`config.mk`:
```
export PLATFORM = sky130hd
export DESIGN_NAME = combing_residual_limiter_unit
export DESIGN_NICKNAME = d
export VERILOG_FILES = /design/src/sv/crl_pkg.sv /design/src/sv/crl_pipe.sv /design/src/sv/combing_residual_limiter_unit.sv
export SDC_FILE = /design/constraint.sdc
export NUM_CORES = 1
export LEC_CHECK = 0
export ABC_AREA = 1
export ABC_CLOCK_PERIOD_IN_PS = 4800
export BUFFER_PORTS_ARGS = -buffer_cell sky130_fd_sc_hd__buf_2
export CAP_MARGIN = 30
export CORE_ASPECT_RATIO = 1.5
export CORE_MARGIN = 5
export CORE_UTILIZATION = 59
export CTS_CLUSTER_SIZE = 30
export DETAILED_ROUTE_END_ITERATION = 16
export PLACE_DENSITY = 0.85
export SYNTH_ARGS = -nofsm -noshare
export SYNTH_HDL_FRONTEND = slang
export SYNTH_SLANG_ARGS = --single-unit
```
`constraint.sdc`:
```
create_clock -name aclk -period 4.8 [get_ports aclk]
set_clock_uncertainty 0.1 [all_clocks]
set_input_delay 0.72 -clock aclk [delete_from_list [all_inputs] [get_ports aclk]]
set_output_delay 0.72 -clock aclk [all_outputs]
set_load 0.02 [all_outputs]
```
`src/sv/crl_pkg.sv`:
```
// ---------------------------------------------------------------------------
// crl_pkg
// Widths, register indexes and shared types of the combing residual limiter.
// ---------------------------------------------------------------------------
`default_nettype none

package crl_pkg;

    localparam int PIX_W      = 8;
    localparam int STRENGTH_W = 15;
    localparam int SCALE_W    = 12;
    localparam int AMOUNT_W   = 8;
    localparam int CFG_IDX_W  = 2;
    localparam int CFG_DATA_W = 15;
    localparam int S_DATA_W   = 3 * PIX_W;
    localparam int M_DATA_W   = PIX_W;

    localparam logic [CFG_IDX_W-1:0] CFG_STRENGTH   = 2'd0;
    localparam logic [CFG_IDX_W-1:0] CFG_SCALE      = 2'd1;
    localparam logic [CFG_IDX_W-1:0] CFG_MAX_CHANGE = 2'd2;

    localparam logic [STRENGTH_W-1:0] STRENGTH_RST   = 15'd691;
    localparam logic [SCALE_W-1:0]    SCALE_RST      = 12'd64;
    localparam logic [AMOUNT_W-1:0]   MAX_CHANGE_RST = 8'd255;

    typedef struct packed {
        logic [STRENGTH_W-1:0] strength_q8;
        logic [SCALE_W-1:0]    scale_q8;
        logic [AMOUNT_W-1:0]   max_change;
    } crl_cfg_t;

endpackage

`default_nettype wire

```
`src/sv/crl_pipe.sv`:
```
// ---------------------------------------------------------------------------
// crl_pipe
// Five-stage datapath: differences, strength product, selection, scale
// product, correction sum and clamp. All stages advance on one enable.
// ---------------------------------------------------------------------------
`default_nettype none

module crl_pipe (
    input  wire                                 aclk,
    input  wire                                 aresetn,
    input  crl_pkg::crl_cfg_t                   cfg,
    input  wire                                 in_valid,
    output logic                                in_ready,
    input  wire  [crl_pkg::PIX_W-1:0]           src_pixel,
    input  wire  [crl_pkg::PIX_W-1:0]           light_pixel,
    input  wire  [crl_pkg::PIX_W-1:0]           strong_pixel,
    output logic                                out_valid,
    input  wire                                 out_ready,
    output logic [crl_pkg::PIX_W-1:0]           out_pixel
);
    import crl_pkg::*;

    localparam int TMAG_W = PIX_W + STRENGTH_W;
    localparam int SEL_W  = 2 * PIX_W;
    localparam int PROD_W = SEL_W + SCALE_W;
    localparam int CORR_W = SCALE_W;
    localparam int SUM_W  = CORR_W + 2;
    localparam int LIM_W  = PIX_W + 2;

    logic en;

    // stage A
    logic             a_valid_reg;
    logic [PIX_W-1:0] a_src_reg, a_light_reg, a_d1_mag_reg, a_ls_mag_reg;
    logic             a_d1_neg_reg, a_ls_neg_reg;
    logic [PIX_W:0]   d1_diff, ls_diff;
    logic [PIX_W-1:0] d1_mag_next, ls_mag_next;

    // stage B
    logic              b_valid_reg;
    logic [PIX_W-1:0]  b_src_reg, b_light_reg, b_d1_mag_reg;
    logic              b_d1_neg_reg, b_t_neg_reg;
    logic [TMAG_W-1:0] b_t_mag_reg;

    // stage C
    logic              c_valid_reg;
    logic [PIX_W-1:0]  c_src_reg, c_light_reg;
    logic [SEL_W-1:0]  c_sel_mag_reg, sel_mag_next;
    logic              c_neg_reg, c_opp_reg, neg_next, opp_next, take_d1;
    logic [SEL_W-1:0]  d1q_mag;
    logic              d1_nz, t_nz;

    // stage D
    logic              d_valid_reg;
    logic [PIX_W-1:0]  d_src_reg, d_light_reg;
    logic [CORR_W-1:0] d_corr_reg, corr_next;
    logic              d_neg_reg;
    logic [PROD_W-1:0] scale_prod;

    // stage E (output)
    logic              m_valid_reg;
    logic [PIX_W-1:0]  m_pixel_reg, pixel_next;
    logic signed [SUM_W-1:0] sum, mag_s, lo_s, hi_s, clamp1, clamp2;
    logic signed [LIM_W-1:0] lo, hi;

    assign en       = !m_valid_reg || out_ready;
    assign in_ready = en;

    // stage A: differences as sign and magnitude
    always_comb begin
        d1_diff     = {1'b0, src_pixel} - {1'b0, light_pixel};
        ls_diff     = {1'b0, light_pixel} - {1'b0, strong_pixel};
        d1_mag_next = d1_diff[PIX_W] ? PIX_W'(-d1_diff) : d1_diff[PIX_W-1:0];
        ls_mag_next = ls_diff[PIX_W] ? PIX_W'(-ls_diff) : ls_diff[PIX_W-1:0];
    end

    // stage C: pick smaller magnitude, detect opposite signs
    always_comb begin
        d1q_mag      = {b_d1_mag_reg, {PIX_W{1'b0}}};
        d1_nz        = (b_d1_mag_reg != '0);
        t_nz         = (b_t_mag_reg != '0);
        take_d1      = {{(TMAG_W-SEL_W){1'b0}}, d1q_mag} < b_t_mag_reg;
        sel_mag_next = take_d1 ? d1q_mag : b_t_mag_reg[SEL_W-1:0];
        neg_next     = take_d1 ? b_d1_neg_reg : (b_t_neg_reg && t_nz);
        opp_next     = d1_nz && t_nz && (b_d1_neg_reg != b_t_neg_reg);
    end

    // stage D: scale or truncate to integer
    always_comb begin
        scale_prod = PROD_W'(c_sel_mag_reg) * PROD_W'(cfg.scale_q8);
        if (c_opp_reg) begin
            corr_next = scale_prod[PROD_W-1:SEL_W];
        end else begin
            corr_next = {{(CORR_W-PIX_W){1'b0}}, c_sel_mag_reg[SEL_W-1:PIX_W]};
        end
    end

    // stage E: add correction, clamp around source, clamp to pixel range
    always_comb begin
        mag_s  = $signed({2'b00, d_corr_reg});
        sum    = $signed({{(SUM_W-PIX_W){1'b0}}, d_light_reg})
                 + (d_neg_reg ? -mag_s : mag_s);
        lo     = $signed({2'b00, d_src_reg}) - $signed({2'b00, cfg.max_change});
        hi     = $signed({2'b00, d_src_reg}) + $signed({2'b00, cfg.max_change});
        lo_s   = SUM_W'(lo);
        hi_s   = SUM_W'(hi);
        clamp1 = (sum < lo_s) ? lo_s : sum;
        clamp2 = (clamp1 > hi_s) ? hi_s : clamp1;
        if (clamp2 < 0) begin
            pixel_next = '0;
        end else if (clamp2 > $signed(SUM_W'(255))) begin
            pixel_next = '1;
        end else begin
            pixel_next = clamp2[PIX_W-1:0];
        end
    end

    always_ff @(posedge aclk) begin
        if (!aresetn) begin
            a_valid_reg <= 1'b0;
            b_valid_reg <= 1'b0;
            c_valid_reg <= 1'b0;
            d_valid_reg <= 1'b0;
            m_valid_reg <= 1'b0;
        end else if (en) begin
            a_valid_reg <= in_valid;
            b_valid_reg <= a_valid_reg;
            c_valid_reg <= b_valid_reg;
            d_valid_reg <= c_valid_reg;
            m_valid_reg <= d_valid_reg;
        end
    end

    always_ff @(posedge aclk) begin
        if (en) begin
            a_src_reg     <= src_pixel;
            a_light_reg   <= light_pixel;
            a_d1_mag_reg  <= d1_mag_next;
            a_d1_neg_reg  <= d1_diff[PIX_W];
            a_ls_mag_reg  <= ls_mag_next;
            a_ls_neg_reg  <= ls_diff[PIX_W];

            b_src_reg     <= a_src_reg;
            b_light_reg   <= a_light_reg;
            b_d1_mag_reg  <= a_d1_mag_reg;
            b_d1_neg_reg  <= a_d1_neg_reg;
            b_t_neg_reg   <= a_ls_neg_reg;
            b_t_mag_reg   <= TMAG_W'(a_ls_mag_reg) * TMAG_W'(cfg.strength_q8);

            c_src_reg     <= b_src_reg;
            c_light_reg   <= b_light_reg;
            c_sel_mag_reg <= sel_mag_next;
            c_neg_reg     <= neg_next;
            c_opp_reg     <= opp_next;

            d_src_reg     <= c_src_reg;
            d_light_reg   <= c_light_reg;
            d_corr_reg    <= corr_next;
            d_neg_reg     <= c_neg_reg;

            m_pixel_reg   <= pixel_next;
        end
    end

    assign out_valid = m_valid_reg;
    assign out_pixel = m_pixel_reg;

endmodule

`default_nettype wire

```
`src/sv/combing_residual_limiter_unit.sv`:
```
// ---------------------------------------------------------------------------
// combing_residual_limiter_unit
// Per-pixel residual limiter for vertical comb removal on a pixel stream.
// ---------------------------------------------------------------------------
// The block takes one word per clock while the output is not stalled and
// returns one limited pixel per word. The datapath has five register stages
// (differences, strength product, selection, scale product, sum and clamp)
// and passes one pixel per clock when m_tready does not stall it. A stall on
// m_tready freezes the whole pipeline and deasserts
// s_tready in the same cycle. Registers are written through the cfg port,
// which is always ready; write them only while no pixel is in flight.
// ---------------------------------------------------------------------------
`default_nettype none

module combing_residual_limiter_unit (
    input  wire                                  aclk,
    input  wire                                  aresetn,
    input  wire                                  cfg_valid,
    output logic                                 cfg_ready,
    input  wire  [crl_pkg::CFG_IDX_W-1:0]        cfg_index,
    input  wire  [crl_pkg::CFG_DATA_W-1:0]       cfg_data,
    input  wire                                  s_tvalid,
    output logic                                 s_tready,
    // source_pixel[7:0], light_blur_pixel[15:8], strong_blur_pixel[23:16]
    input  wire  [crl_pkg::S_DATA_W-1:0]         s_tdata,
    output logic                                 m_tvalid,
    input  wire                                  m_tready,
    // output_pixel[7:0]
    output logic [crl_pkg::M_DATA_W-1:0]         m_tdata
);
    import crl_pkg::*;

    crl_cfg_t cfg_reg;

    assign cfg_ready = 1'b1;

    always_ff @(posedge aclk) begin
        if (!aresetn) begin
            cfg_reg.strength_q8 <= STRENGTH_RST;
            cfg_reg.scale_q8    <= SCALE_RST;
            cfg_reg.max_change  <= MAX_CHANGE_RST;
        end else if (cfg_valid) begin
            unique case (cfg_index)
                CFG_STRENGTH: begin
                    cfg_reg.strength_q8 <= cfg_data[STRENGTH_W-1:0];
                end
                CFG_SCALE: begin
                    cfg_reg.scale_q8 <= cfg_data[SCALE_W-1:0];
                end
                CFG_MAX_CHANGE: begin
                    cfg_reg.max_change <= cfg_data[AMOUNT_W-1:0];
                end
                default: begin
                end
            endcase
        end
    end

    crl_pipe u_pipe (
        .aclk         (aclk),
        .aresetn      (aresetn),
        .cfg          (cfg_reg),
        .in_valid     (s_tvalid),
        .in_ready     (s_tready),
        .src_pixel    (s_tdata[PIX_W-1:0]),
        .light_pixel  (s_tdata[2*PIX_W-1:PIX_W]),
        .strong_pixel (s_tdata[3*PIX_W-1:2*PIX_W]),
        .out_valid    (m_tvalid),
        .out_ready    (m_tready),
        .out_pixel    (m_tdata)
    );

endmodule

`default_nettype wire

```
==> results of run 1 <==
final timing paths:
kind | startpoint | to | depth (start not counted)
setup reg to reg | u_pipe.d_corr_reg[3] | u_pipe.out_pixel[3] | 33
hold / removal | u_pipe.b_light_reg[6] | u_pipe.c_light_reg[6] | 0
hold reg to reg | u_pipe.b_light_reg[6] | u_pipe.c_light_reg[6] | 0
setup / recovery | u_pipe.d_corr_reg[3] | u_pipe.out_pixel[3] | 33
layout make-up:
cell class / count / area (µm²) / area share
clock buffer: 18 / 429.2 / 0.01758
tap: 415 / 519.2 / 0.02127
clock inverter: 14 / 177.7 / 0.007278
sequential: 194 / 5446 / 0.2231
inverter: 457 / 1730 / 0.07088
timing repair buffer: 330 / 2641 / 0.1082
multi-input combinational: 1485 / 13470 / 0.5517
cell families (layout without fill, tap and decap cells):
| logic type | Yosys count | count (layout) | share of synthesized area |
|---|---|---|---|
| buffers and inverters | 535 | 819 | 0.1046 |
| adders and majority gates | 402 | 402 | 0.3464 |
| other | 1 | 1 | 0.0001940 |
| and+or+nand+nor | 778 | 781 | 0.1673 |
| xor gates and xnor gates | 73 | 73 | 0.03308 |
| AOI/OAI and AO/OA | 227 | 228 | 0.06777 |
| DFF | 194 | 194 | 0.2807 |
cells in the final DEF (no fill, tap or decap), drive strengths merged, types with 6 or more instances in the layout:
| cell type | Yosys | final |
|---|---|---|
| dfxtp | 40 | 40 |
| xnor2 | 21 | 21 |
| o211ai | 10 | 10 |
| nand2 | 542 | 545 |
| nand3b | 10 | 10 |
| nand3 | 63 | 63 |
| a21o | 9 | 9 |
| clkbuf | 68 | 18 |
| edfxtp | 154 | 154 |
| fa | 222 | 222 |
| inv | 457 | 465 |
| clkinv | 0 | 6 |
| a31oi | 9 | 10 |
| ha | 180 | 180 |
| nor2 | 127 | 127 |
| xor2 | 52 | 52 |
| a21oi | 96 | 96 |
| o21bai | 15 | 15 |
| nor3 | 16 | 16 |
| nor4 | 10 | 10 |
| buf | 10 | 330 |
| o21ai | 73 | 73 |
what timing repair did:
item,CTS,global route
gates cloned,8,0
endpoints found under the setup margin,24,30
hold buffers,0,0
hold endpoints to repair,0,0
gates resized for setup,183,203
pin swaps,112,126
buffers inserted,41,27
metal layers:
layer	GRT usage	wire, µm
met1	0.3113	18780
met2	0.5426	31040
met3	0.05231	4993
met4	0.2357	6568
met5	0	0
through the flow:
| stage | hold slack [ps] | setup WS (ps) | instance area (µm²) | cells |
|---|---|---|---|---|
| finish | 315.1 | -728.5 | 24410 | 2913 |
| global route | 320.5 | -956.8 | 24410 | 2913 |
| CTS | 315.8 | -200.7 | 23450 | 2893 |
| detailed placement | 304.5 | -495.2 | 21680 | 2812 |
| global placement | 300.5 | -302.3 | 21660 | 2810 |
| floorplan | 300.3 | -15.11 | 19690 | 2210 |
worst register-to-register path, delay by kind of cell (launching register included):
kind,cells,cell delay (ps)
buffers and inverters,2,220
adders and majority gates,3,680
AOI/OAI and AO/OA,8,1270
xor gates and xnor gates,1,220
and+or+nand+nor,19,2300
DFF,1,510
==> flow_metrics.env, run 1 <==
export IMPL_vias=17357
export IMPL_clkTransAtPathRegs_ps=80
export IMPL_path_buf_inv=2
export IMPL_startpoint_type="flop"
export IMPL_synthFlopType="edfxtp_1"
export IMPL_rsz0062_at_grt="yes"
export IMPL_finalCritPeriodShare=1.152
export IMPL_dieWidth_um=157.8
export IMPL_viasPerCell=5.958
export IMPL_yosysWarnings=0
export IMPL_diodes=0
export IMPL_finalHoldViolCount=0
export IMPL_dr_pass1_iters=8
export IMPL_yosys_top_cells_area="edfxtp_1, fa_1, ha_1, nand2_1, inv_1"
export IMPL_cpMaxStageDelayCell="edfxtp_1"
export IMPL_root_buffer="clkbuf_16"
export IMPL_ant_nets=0
export IMPL_synthDistinctLibCells=48
export IMPL_crit_family="simple AND/OR/NAND/NOR gates"
export IMPL_setup_tns_ps=-13010
export IMPL_r2r_setup_slack_ps=-730
export IMPL_maxSlewHeadroom=0.08633
export IMPL_worst_pin_slew_ps=1360
export IMPL_synth_seq_cells=194
export IMPL_syn_to_final_growth_pct=26.30
export IMPL_htree_num_levels=4
export IMPL_grt_max_degree=63
export IMPL_largest_reg_flops=35
export IMPL_die_area_um2=36560
export IMPL_syn_area_um2=19330
export IMPL_postRouteWirelength_mm=61.38
export IMPL_end_kind="flop"
export IMPL_critPathMaxStageDelay_ps=510
export IMPL_port_buffers=55
export IMPL_setup_viol=31
export IMPL_fillers=1816
export IMPL_synthMostInstantiatedCell="nand2_1"
export IMPL_final_nets=2933
export IMPL_die_y_um=231.7
export IMPL_drive_gt1_frac=0.2806
export IMPL_antenna_found_initial=0
export IMPL_cts_buffer_depth=2
export IMPL_core_um2=32530
export IMPL_cts_tree="done"
export IMPL_drt_iter0_drc=1768
export IMPL_syn_num_nets=2658
export IMPL_arrival_ps=5650
export IMPL_crit_type="flop to flop"
export IMPL_syn_avg_cell_area_um2=8.747
export IMPL_start_util=0.5942
export IMPL_synthArstFlopShare=0
export IMPL_grt_pass1_wl_mm=87.37
export IMPL_final_max_slew_violation_count=0
export IMPL_cts_sinks=194
export IMPL_final_core_util=0.7504
export IMPL_synth_common_cells="nand2_1, inv_1, fa_1"
export IMPL_layout_setup_ws_ps=-728.5
export IMPL_grt_pass1_vias=18169
export IMPL_fmax_mhz=180.9
export IMPL_grt_overflow=0
export IMPL_gp_congestion=0.8973
export IMPL_synth_edf_count=154
export IMPL_dp_hpwl_mm=37.81
export IMPL_grt_use_total=0.3053
export IMPL_yosysTopAreaCell="edfxtp_1"
export IMPL_min_path_type="flop to flop"
export IMPL_crit_required_ps=4920
export IMPL_rows=81
export IMPL_cap_violations=0
export IMPL_finalCriticalPeriod_ps=5529
export IMPL_synthCells=2210
export IMPL_wl_per_cell_um=21.07
export IMPL_cts_buffers=17
export IMPL_synth_top_cell_area_share=0.2392
export IMPL_clk_latency_ps=460
export IMPL_worstPathMaxFanout=8
export IMPL_outcome="finished, violations left"
export IMPL_ios=57
export IMPL_ys_seq_area_frac=0.2807
export IMPL_drc=0
export IMPL_failed_checks="setup timing"
Power of run 1 is not shown: default switching activity piles up to over one toggle a cycle in this logic, so the estimate is an artifact.
==> run 2: changes to the inputs <==
--- a/config.mk
+++ b/config.mk
@@ -8,3 +8,3 @@
 export ABC_AREA = 1
-export ABC_CLOCK_PERIOD_IN_PS = 4800
+export ABC_CLOCK_PERIOD_IN_PS = 6200
 export BUFFER_PORTS_ARGS = -buffer_cell sky130_fd_sc_hd__buf_2
@@ -13,6 +13,6 @@
 export CORE_MARGIN = 5
-export CORE_UTILIZATION = 59
-export CTS_CLUSTER_SIZE = 30
+export CORE_UTILIZATION = 60
+export CTS_CLUSTER_SIZE = 14
 export DETAILED_ROUTE_END_ITERATION = 16
-export PLACE_DENSITY = 0.85
+export PLACE_DENSITY = 0.83
 export SYNTH_ARGS = -nofsm -noshare
==> constraint.sdc (replaced) <==
create_clock -name aclk -period 6.2 [get_ports aclk]
set_clock_uncertainty 0.1 [all_clocks]
set_input_delay 0.93 -clock aclk [delete_from_list [all_inputs] [get_ports aclk]]
set_output_delay 0.93 -clock aclk [all_outputs]
set_load 0.005 [all_outputs]
==> flow_metrics.env, run 2 (synthesis results as in run 1) <==
export IMPL_outcome="complete, no violations"
export IMPL_cts_sinks=194
export IMPL_die_area_um2=35980
export IMPL_dp_hpwl_mm=35.26
export IMPL_ant_nets=0
export IMPL_fmax_mhz=174.6
export IMPL_cts_buffer_depth=2
export IMPL_layout_common_cells="nand2_1, inv_1, fa_1"
export IMPL_cap_violations=0
export IMPL_wl_per_cell_um=16.65
export IMPL_crit_type="flop to flop"
export IMPL_r2r_cells=20
export IMPL_htree_num_levels=4
export IMPL_vias=14874
export IMPL_grt_overflow=0
export IMPL_viasPerCell=5.628
export IMPL_maxSlewHeadroom=0.4766
export IMPL_drive_gt1_frac=0.06317
export IMPL_critPathMaxStageDelay_ps=710
export IMPL_start_util=0.6073
export IMPL_arrival_ps=5820
export IMPL_drt_iter0_drc=933
export IMPL_finalHoldViolCount=0
export IMPL_setup_tns_ps=0
export IMPL_grt_pass1_vias=15759
export IMPL_finalCriticalPeriod_ps=5729
export IMPL_end_kind="flop"
export IMPL_startpoint_type="flop"
export IMPL_clkTransAtPathRegs_ps=80
export IMPL_clk_latency_ps=450
export IMPL_root_buffer="clkbuf_16"
export IMPL_cp_common_cell="nand2_1"
export IMPL_min_path_type="flop to flop"
export IMPL_hold_path_startpoint="u_pipe.b_src_reg[3]"
export IMPL_grt_pass1_wl_mm=72.73
export IMPL_crit_required_ps=6290
export IMPL_final_nets=2667
export IMPL_drc=0
export IMPL_cts_buffers=17
export IMPL_grt_max_degree=84
export IMPL_hold_path_depth=0
export IMPL_cts_tree="done"
export IMPL_die_y_um=229.8
export IMPL_cts_resized=0
export IMPL_power_density_nw_per_um2=516.0
export IMPL_gp_congestion=0.9488
export IMPL_final_max_slew_violation_count=0
export IMPL_crit_family="adder cells"
export IMPL_largest_reg_flops=35
export IMPL_worstReg2RegStart="cfg_reg[19]"
export IMPL_antenna_found_initial=0
export IMPL_path_depth=20
export IMPL_worst_pin_slew_ps=784.0
export IMPL_grt_use_total=0.2515
export IMPL_p_leak_nw=10.84
export IMPL_dr_pass1_iters=6
export IMPL_critical_path_startpoint="cfg_reg[19]"
export IMPL_ios=57
export IMPL_postRouteWirelength_mm=44.02
export IMPL_core_um2=31830
export IMPL_rsz0062_at_grt="no"
export IMPL_path_buf_inv=3
export IMPL_syn_to_final_growth_pct=6.408
export IMPL_finalCritPeriodShare=0.9240
export IMPL_setup_viol=0
export IMPL_cpMaxStageDelayCell="dfxtp_1"
export IMPL_vdd_drop_max_uv=543.2
export IMPL_p_total_mw=10.61
export IMPL_mostFrequentLayoutCell="nand2_1"
export IMPL_port_buffers=55
export IMPL_worstPathMaxFanout=17
export IMPL_rows=80
export IMPL_dieWidth_um=156.6
export IMPL_path_cells="nand2_1 -> fa_1 -> inv_1 -> fa_1 -> fa_1 -> inv_1 -> fa_1 -> inv_1 -> fa_1 -> ha_1 -> nand2_1 -> nor2_1 -> nand2_1 -> o21ai_0 -> a21o_1 -> nand2_1 -> nand2_1 -> nand2_1 -> nand3_1 -> nand2_1"
## run 2: path summary, 6_finish.rpt
check                    endpoint  slack, ps
max          u_pipe.d_corr_reg[2]        470
min           u_pipe.c_src_reg[3]        320
max reg2reg  u_pipe.d_corr_reg[2]        470
min reg2reg   u_pipe.c_src_reg[3]        320
## run 2: stage by stage
| step | cells | worst slack [ps] | area (µm²) | hold WS [ps] | utilization |
|---|---|---|---|---|---|
| after global placement | 2607 | 704.8 | 19900 | 300.2 | 0.6252 |
| after detailed placement | 2608 | 537.3 | 19910 | 304.5 | 0.6256 |
| final | 2643 | 471.5 | 20570 | 319.2 | 0.6462 |
| after floorplan | 2210 | 977.0 | 19330 | 300.3 | - |
| after CTS | 2640 | 530.3 | 20530 | 318.5 | 0.6450 |
| after global routing | 2642 | 53.01 | 20570 | 325.5 | 0.6461 |
## run 2: per-layer routing
metal,up-vias,track usage,wire (µm)
met5,-,0,0
met4,0,0.1343,2436
met3,203,0.02972,2422
met2,591,0.4700,23680
met1,7208,0.2719,15480
li1,6872,-,-
## run 2: area by class of cell
type | count | area [µm²]
Antenna cell | 1 | 2.502
Clock buffer | 18 | 429.2
Clock inverter | 14 | 190.2
Fill cell | 2458 | 11260
Inverter | 457 | 1723
Multi-Input combinational cell | 1481 | 11890
Sequential cell | 194 | 5425
Tap cell | 410 | 513.0
Timing Repair Buffer | 68 | 396.6
## run 2: power by group
group	switching [mW]	internal (mW)	total, mW	leakage [nW]
clock	0.553	0.585	1.14	0.300
sequential	0.443	1.97	2.41	1.99
combinational	4.26	2.80	7.06	8.55
total	5.25	5.36	10.6	10.8
## run 2: repair_timing
| item | 4_1_cts | 5_1_grt |
|---|---|---|
| setup buffers | 0 | 1 |
| hold buffers | 0 | 0 |
| setup endpoints to repair | 0 | 7 |
(Power assumes the default switching activity.)
==> run 3: changes to the inputs <==
ABC_CLOCK_PERIOD_IN_PS = 5000   (was 6200)
CORE_UTILIZATION = 59   (was 60)
MAX_ROUTING_LAYER = met4   (was default)
PLACE_DENSITY = 0.85   (was 0.83)
clock period = 5 ns   (was 6.2 ns; I/O delays follow)
==> flow_metrics.env, run 3 (synthesis results as in run 1) <==
export IMPL_outcome="finished, violations left"
export IMPL_failed_checks="setup timing"
export IMPL_cts_tree="done"
export IMPL_die_y_um=231.7
export IMPL_mostFrequentLayoutCell="nand2_1"
export IMPL_syn_to_final_growth_pct=24.54
export IMPL_clk_latency_ps=460
export IMPL_power_density_nw_per_um2=789.6
export IMPL_ios=57
export IMPL_worstPathMaxFanout=8
export IMPL_cts_sinks=194
export IMPL_r2r_cells=33
export IMPL_startpoint_type="flop"
export IMPL_drc=0
export IMPL_grt_pass1_vias=17006
export IMPL_cts_buffers=17
export IMPL_dieWidth_um=157.8
export IMPL_cts_buffer_depth=2
export IMPL_rr_endpoint="u_pipe.out_pixel[5]"
export IMPL_root_buffer="clkbuf_16"
export IMPL_crit_required_ps=5110
export IMPL_critical_path_startpoint="u_pipe.d_corr_reg[2]"
export IMPL_end_kind="flop"
export IMPL_cp_common_cell="nand2_2"
export IMPL_clkTransAtPathRegs_ps=80
export IMPL_p_total_mw=19.01
export IMPL_layout_setup_ws_ps=-735.5
export IMPL_p_leak_nw=12.37
export IMPL_wl_per_cell_um=18.50
export IMPL_ant_nets=0
export IMPL_worst_pin_slew_ps=891.8
export IMPL_final_max_slew_violation_count=0
export IMPL_vias=16496
export IMPL_cpMaxStageDelayCell="edfxtp_1"
export IMPL_diodes=0
export IMPL_r2r_setup_slack_ps=-740
export IMPL_drive_gt1_frac=0.2496
export IMPL_cts_hold_buffers_added=0
export IMPL_antenna_found_initial=0
export IMPL_final_nets=2919
export IMPL_start_util=0.5942
export IMPL_vdd_drop_max_uv=953.1
export IMPL_rsz0062_at_grt="yes"
export IMPL_layout_common_cells="nand2_1, inv_1, buf_4"
export IMPL_largest_reg_flops=35
export IMPL_worstReg2RegStart="u_pipe.d_corr_reg[2]"
export IMPL_critPathMaxStageDelay_ps=410
export IMPL_fmax_mhz=174.4
export IMPL_rows=81
export IMPL_drt_iter0_drc=1258
export IMPL_crit_end="u_pipe.out_pixel[5]"
export IMPL_setup_viol=20
export IMPL_min_path_type="flop to flop"
export IMPL_dr_pass1_iters=6
export IMPL_placed_cells=2776
export IMPL_gp_congestion=0.9753
export IMPL_layoutNonFillerInstCount=2899
export IMPL_final_core_util=0.7400
export IMPL_maxSlewHeadroom=0.4055
export IMPL_grt_use_total=0.2818
export IMPL_htree_num_levels=4
export IMPL_postRouteWirelength_mm=53.63
export IMPL_arrival_ps=5850
export IMPL_grt_pass1_wl_mm=79.72
export IMPL_grt_overflow=0
export IMPL_cap_violations=0
export IMPL_core_um2=32530
export IMPL_finalCriticalPeriod_ps=5736
export IMPL_finalCritPeriodShare=1.147
export IMPL_crit_type="flop to flop"
export IMPL_grt_max_degree=91
export IMPL_die_area_um2=36560
export IMPL_viasPerCell=5.690
export IMPL_port_buffers=55
export IMPL_dp_hpwl_mm=37.05
export IMPL_finalHoldViolCount=0
-- run 3: worst min path at each step --
stage	startpoint	to	slack, ps	depth (start not counted)
after floorplan	u_pipe.a_d1_mag_reg[0]	u_pipe.b_d1_mag_reg[0]	300	0
after global placement	u_pipe.a_src_reg[6]	u_pipe.b_src_reg[6]	300	0
after detailed placement	u_pipe.a_light_reg[2]	u_pipe.b_light_reg[2]	300	0
after CTS	u_pipe.a_d1_neg_reg	u_pipe.b_d1_neg_reg	320	0
after global routing	u_pipe.c_neg_reg	u_pipe.d_neg_reg	330	0
final	u_pipe.a_d1_mag_reg[3]	u_pipe.b_d1_mag_reg[3]	320	0
-- run 3: timing repair --
action                                 CTS  global route
endpoints found under the hold margin    0             0
buffers inserted                        51            37
pin swaps                              109           145
gates resized for setup                124           215
gates cloned                             2             1
setup endpoints to repair               21            24
-- run 3: metrics by stage --
step | hold slack (ps) | setup TNS [ps] | cell area (µm²) | setup WS, ps
2_1_floorplan | 300.3 | 0 | 19430 | 8.679
3_3_place_gp | 301.5 | -3507 | 21310 | -255.2
3_5_place_dp | 304.5 | -5574 | 21320 | -437.5
4_1_cts | 320.8 | -205.8 | 22840 | -31.39
5_1_grt | 331.8 | -11150 | 24070 | -906.7
6_report | 323.0 | -7622 | 24070 | -735.5
-- run 3: power by group --
group | internal, mW | switching (mW) | leakage, nW | total [mW]
clock | 0.750 | 0.744 | 0.317 | 1.49
sequential | 2.44 | 0.286 | 1.99 | 2.73
combinational | 6.84 | 7.95 | 10.1 | 14.8
total | 10.0 | 8.98 | 12.4 | 19.0
-- run 3: critical path, delay by kind of cell, from the launching register on --
family | cells | cell delay (ps)
AO/OA/AOI/OAI | 8 | 1470
XOR/XNOR | 1 | 220
adder cells (fa/ha/maj) | 3 | 830
buffers and inverters | 5 | 760
flip-flops | 1 | 410
AND/OR/NAND/NOR | 16 | 1720
-- run 3: cell type report --
type                    instances  area (µm²)
well taps                     415       519.2
multi-input cells            1484       13200
repair buffers                317        2521
clock buffers                  17       425.4
inverters                     457        1723
fillers                      1992        8459
clock inverters                15       239.0
flip-flops and latches        194        5441
-- run 3: metal layers --
metal	vias up	wire length (µm)	track usage
met5	-	0	-
met4	0	3455	0.1415
met3	280	3119	0.02578
met2	807	29170	0.5168
met1	8029	17880	0.2977
li1	7380	-	-
